$ cat src/hw/rtl/terrain_height_query_top_macros.svh
// assertion macros for the terrain height query block
// used by terrain_height_query_top; expects clk and rst_n in scope
`ifndef TERRAIN_HEIGHT_QUERY_TOP_MACROS_SVH
`define TERRAIN_HEIGHT_QUERY_TOP_MACROS_SVH

// same-cycle implication, checked outside reset
`define THQ_ASSERT_IMP(lbl, ante, cons, msg) \
  lbl: assert property (@(posedge clk) disable iff (!rst_n) (ante) |-> (cons)) else $error(msg);

// next-cycle implication, checked outside reset
`define THQ_ASSERT_NXT(lbl, ante, cons, msg) \
  lbl: assert property (@(posedge clk) disable iff (!rst_n) (ante) |=> (cons)) else $error(msg);

`endif

$ cat src/hw/rtl/thq_pkg.sv
// shared constants, types and helper functions for the terrain height query block
// no dependencies
package thq_pkg;

  localparam int GRID_CELLS        = 63;
  localparam int VERTICES_PER_SIDE = 64;
  localparam int STORE_DEPTH       = 4096;
  localparam int ADDR_W            = $clog2(STORE_DEPTH);
  localparam int H_W               = 16;
  localparam int FRAC_ONE          = 256;
  localparam int FRAC_W            = 9;
  localparam int CELL_W            = 8;
  localparam int ROW_W             = CELL_W + 1;
  localparam int ACC_W             = 27;
  localparam int LIMIT_W           = 17;
  localparam logic [LIMIT_W-1:0] COORD_LIMIT = LIMIT_W'(GRID_CELLS * FRAC_ONE);

  typedef logic [ADDR_W-1:0] addr_t;
  typedef logic [FRAC_W-1:0] frac_t;

  // load strobes from the sequencer into the multiply-accumulate unit
  typedef struct packed {
    logic ld_hc;
    logic ld_p1;
    logic ld_p2;
  } mac_ctl_t;

  // row-major address, wrapped to the store depth
  function automatic addr_t vertex_addr(input logic [ROW_W-1:0] row,
                                        input logic [ROW_W-1:0] col);
    logic [2*ROW_W+1:0] full;
    full = (2*ROW_W+2)'(row) * (2*ROW_W+2)'(VERTICES_PER_SIDE) + (2*ROW_W+2)'(col);
    return full[ADDR_W-1:0];
  endfunction

  // round half up to the integer part and saturate to q8.8
  function automatic logic signed [H_W-1:0] round_sat(input logic signed [ACC_W-1:0] acc);
    logic signed [ACC_W-1:0] biased;
    logic signed [ACC_W-9:0] q;
    biased = acc + ACC_W'(128);
    q      = biased[ACC_W-1:8];
    if (q > (ACC_W-8)'(32767)) begin
      return 16'sh7fff;
    end else if (q < -(ACC_W-8)'(32768)) begin
      return 16'sh8000;
    end
    return q[H_W-1:0];
  endfunction

endpackage

$ cat src/hw/rtl/thq_mac.sv
// shared multiplier and accumulator for the triangle interpolation
// depends on thq_pkg
module thq_mac import thq_pkg::*; (
  input  logic                    clk,
  input  mac_ctl_t                ctl,
  input  logic signed [H_W-1:0]   rd_height,
  input  frac_t                   w1,
  input  frac_t                   w2,
  output logic signed [H_W-1:0]   result
);

  logic signed [H_W-1:0]   hc_r;
  logic signed [ACC_W-1:0] prod1_r;
  logic signed [ACC_W-1:0] prod2_r;
  logic signed [ACC_W-1:0] acc_r;
  logic signed [H_W:0]     diff;
  logic signed [FRAC_W:0]  weight;
  logic signed [ACC_W-1:0] prod;

  // one multiplier, weight picked by which corner is on the read port
  assign diff   = (H_W+1)'(rd_height) - (H_W+1)'(hc_r);
  assign weight = ctl.ld_p2 ? $signed({1'b0, w2}) : $signed({1'b0, w1});
  assign prod   = ACC_W'(diff) * ACC_W'(weight);

  always_ff @(posedge clk) begin
    if (ctl.ld_hc) begin
      hc_r <= rd_height;
    end
    if (ctl.ld_p1) begin
      prod1_r <= prod;
    end
    if (ctl.ld_p2) begin
      prod2_r <= prod;
      acc_r   <= (ACC_W'(hc_r) <<< 8) + prod1_r;
    end
  end

  assign result = round_sat(acc_r + prod2_r);

endmodule

$ cat config.mk
export PLATFORM = sky130hd
export DESIGN_NAME = thq_mac
export DESIGN_NICKNAME = d
export VERILOG_FILES = /design/src/hw/rtl/terrain_height_query_top_macros.svh /design/src/hw/rtl/thq_pkg.sv /design/src/hw/rtl/thq_mac.sv
export SDC_FILE = /design/constraint.sdc
export NUM_CORES = 1
export LEC_CHECK = 0
export BUFFER_PORTS_ARGS = -buffer_cell sky130_fd_sc_hd__buf_4
export CAP_MARGIN = 20
export CORE_ASPECT_RATIO = 0.8
export CORE_MARGIN = 2
export CORE_UTILIZATION = 40
export DETAILED_ROUTE_END_ITERATION = 6
export PLACE_DENSITY = 0.61
export SLEW_MARGIN = 20
export SYNTH_ARGS = -nofsm -noshare
export SYNTH_HDL_FRONTEND = slang
export SYNTH_SLANG_ARGS = --single-unit
$ cat constraint.sdc
create_clock -name clk -period 8.1 [get_ports clk]
set_input_delay 0.81 -clock clk [delete_from_list [all_inputs] [get_ports clk]]
set_output_delay 0.81 -clock clk [all_outputs]
set_load 0.05 [all_outputs]
==> results.md <==
* Status: finished clean
* Post-DRT Antenna Nets at 0
* Initial DRC count at 395
* Die span in y at 156 microns
* Most frequent CP cell: fa_1
* Total number of vias at a little over 8000
* Critical path buffer and inverter count at 6
* Syn. warnings at 0
* Final setup skew at slightly below 9 ps
* Crit-path slowest cell: fa_1
* GRT Overall Usage at between 10% and 20%
* Final wirelength at about 24000 microns
* Worst min path class: reg -> reg
* Vias/cell at roughly 5
* Cts bufs inserted at 9
* Slew Viols, Final at 0
* WL/cell at ~15 microns
* Required @ worst endpoint at 8170 ps
* Area share of the leading cell type in the synthesized netlist at approximately a quarter
* Max Fclk at around 130 MHz
* Slew at the pin with the worst max-slew slack at approximately 850 ps
* Root cell of the clock tree: clkbuf_16
* Die width at between 150 and 200 microns
* Period minus WS final at ~7600 ps
* Post-synth cell types at 60
* Crit path DAT at around 7600 ps
* Clock buffer depth at 2
* Synth Register Bits at slightly below 100
* Post-synth EDFFs at 97
* Fin nets at 1545
* Share of cells above drive strength 1 at a little over a tenth
* Register area at between 2000 and 3000 sq um
* Syn Std Cell Area at between 10000 and 15000 sq um
* Critical path's top delay family: adder cells
* Initial Utilization at about two fifths
* Largest cells by area after synthesis: edfxtp_1 25%, fa_1 23%, ha_1 15%, inv_1 6.4%, xnor2_1 4.0%
* Fin crit share at a little over 90%
* Dpl cells at ~1600
* Die ar. at between 30000 and 40000 sq um
* H-tree levels at 3
* DRT Pass-1 Iters at 7
* Filler Cell Count at between 2000 and 3000
* Critical Path Fanout Max at 8
* Final Non-Filler Cells at 1608
* Remaining DRCs at 0
* Synthesized instance count at 1150
* Flop-to-flop setup slack at ~590 ps
* Final setup margin at about 530 ps
* Synthesized Nets at approximately 1500
* Vias in the first global route at about 8100
* Startpoint Class: input port
* Worst-path clk slew at 70 ps
* Dpl hpwl at slightly above 20000 microns
* Slowest stage delay, CP at ~630 ps
* Post-synth top flop: edfxtp_1
* Average cell area after synthesis at around 10 sq um
* Dpl cell area at 12600 sq um
* Worst Setup Path Type: in -> reg
* P&R area growth vs syn at 12.1%
* First-pass GRT wire length at ~41000 microns
* Initial antenna violation count at 0
* CP endpoint kind: flip-flop
* Worst slew margin at between 40% and 50%
* Final setup vio count at 0
* PortBufs at 53
* Overflow after GRT at 0
* Worst-skew pair later-pin latency at 340 ps
* Core area at around 28000 sq um
* # IOs at 54
* Final Hold Viols at 0
* Ant diodes at 0
* Pin count of the biggest net entering global routing at 55
* Num rows at 55
* Most frequent cells in the layout: 198 x inv_1, 143 x ha_1, 131 x fa_1, 97 x edfxtp_1, 96 x nand2_1
* Clock sinks at 97
* DP Worst Slack at -138 ps
* Cell taking the most area after synthesis: edfxtp_1
* Most common cell after layout, fill and taps aside: inv_1
* GP Congestion at 0.892
* Share of synthesized registers carrying an async set or reset at 0%
* RSZ-0062 raised after global routing: no
* Multi-input gate area at ~8000 sq um
* CTS tree: yes
* Post-route cell area at approximately 13000 sq um
* Sequential area share after synthesis at ~25%
* Max-cap violation count at 0
-- cell families (layout without fill, tap and decap cells) --
logic type               count (synthesis)  count (layout)  synth area share, %
AO/OA/AOI/OAI                          175             175                 10.8
flip-flops                              97              97                 25.1
AND/OR/NAND/NOR                        300             300                 11.8
multiplexers                            15              15                 1.37
XOR/XNOR                                79              79                 5.97
adder cells (fa/ha/maj)                274             274                 38.0
buffers and inverters                  210             298                 6.91
-- cells in the mapped netlist (all sizes together), types with 4 or more instances --
cell / count
clkbuf: 6
and2: 13
mux2: 7
nand2: 96
nand3: 16
mux2i: 8
a31oi: 6
o21bai: 8
nor2: 96
nand4: 4
nand2b: 18
ha: 143
edfxtp: 97
inv: 198
o21ai: 31
xnor2: 53
o21a: 10
and3: 8
a21oi: 46
xor2: 26
fa: 131
a211oi: 8
or3: 9
a21o: 13
buf: 6
o211ai: 5
nor2b: 13
o22ai: 16
nor3: 16
o31ai: 4
-- layer usage --
metal	wire (microns)	GRT usage, %	up-vias
li1	-	-	4029
met1	12800	25.3	3846
met2	10300	26.2	158
met3	884	1.38	23
met4	208	3.22	0
met5	0	0	-
-- flip-flops by register name (all words and copies together), names as in the netlist --
name,flops
hc_r,16
prod1_r,27
prod2_r,27
acc_r,27
-- worst register-to-register path, delay by kind of cell, from the launching register on --
kind                       cells  cell delay [ps]
buffers and inverters          5              410
DFF                            1              460
AOI/OAI and AO/OA             10             2160
xor gates and xnor gates       2              500
and+or+nand+nor                4              530
adders and majority gates      7             3180
-- path summary, 6_finish.rpt --
kind | start | end | cells after the start
hold / removal | prod1_r[3] | acc_r[3] | 0
setup reg to reg | hc_r[1] | prod1_r[23] | 28
hold reg to reg | prod1_r[3] | acc_r[3] | 0
setup / recovery | rd_height[0] | prod1_r[26] | 28
-- through the flow --
step / hold slack, ps / TNS, ps / util, %
detailed placement: 406 / -468 / 44.4
floorplan: 400 / 0 / -
CTS: 422 / 0 / 45.6
global placement: 401 / 0 / 44.4
finish: 426 / 0 / 45.8
global route: 426 / 0 / 45.8
-- cell type report --
class,count,area share (%)
multi-input combinational,843,60.8
sequential,97,22.4
tap,370,3.56
clock inverter,6,0.885
timing repair buffer,84,4.85
clock buffer,10,1.76
inverter,198,5.72
-- timing repair --
item,in CTS,in global routing
setup buffers,0,1
hold buffers,0,0
endpoints found under the setup margin,0,14
resized for setup,0,6
Power is not shown: default switching activity piles up to over one toggle a cycle in this logic, so the estimate is an artifact.
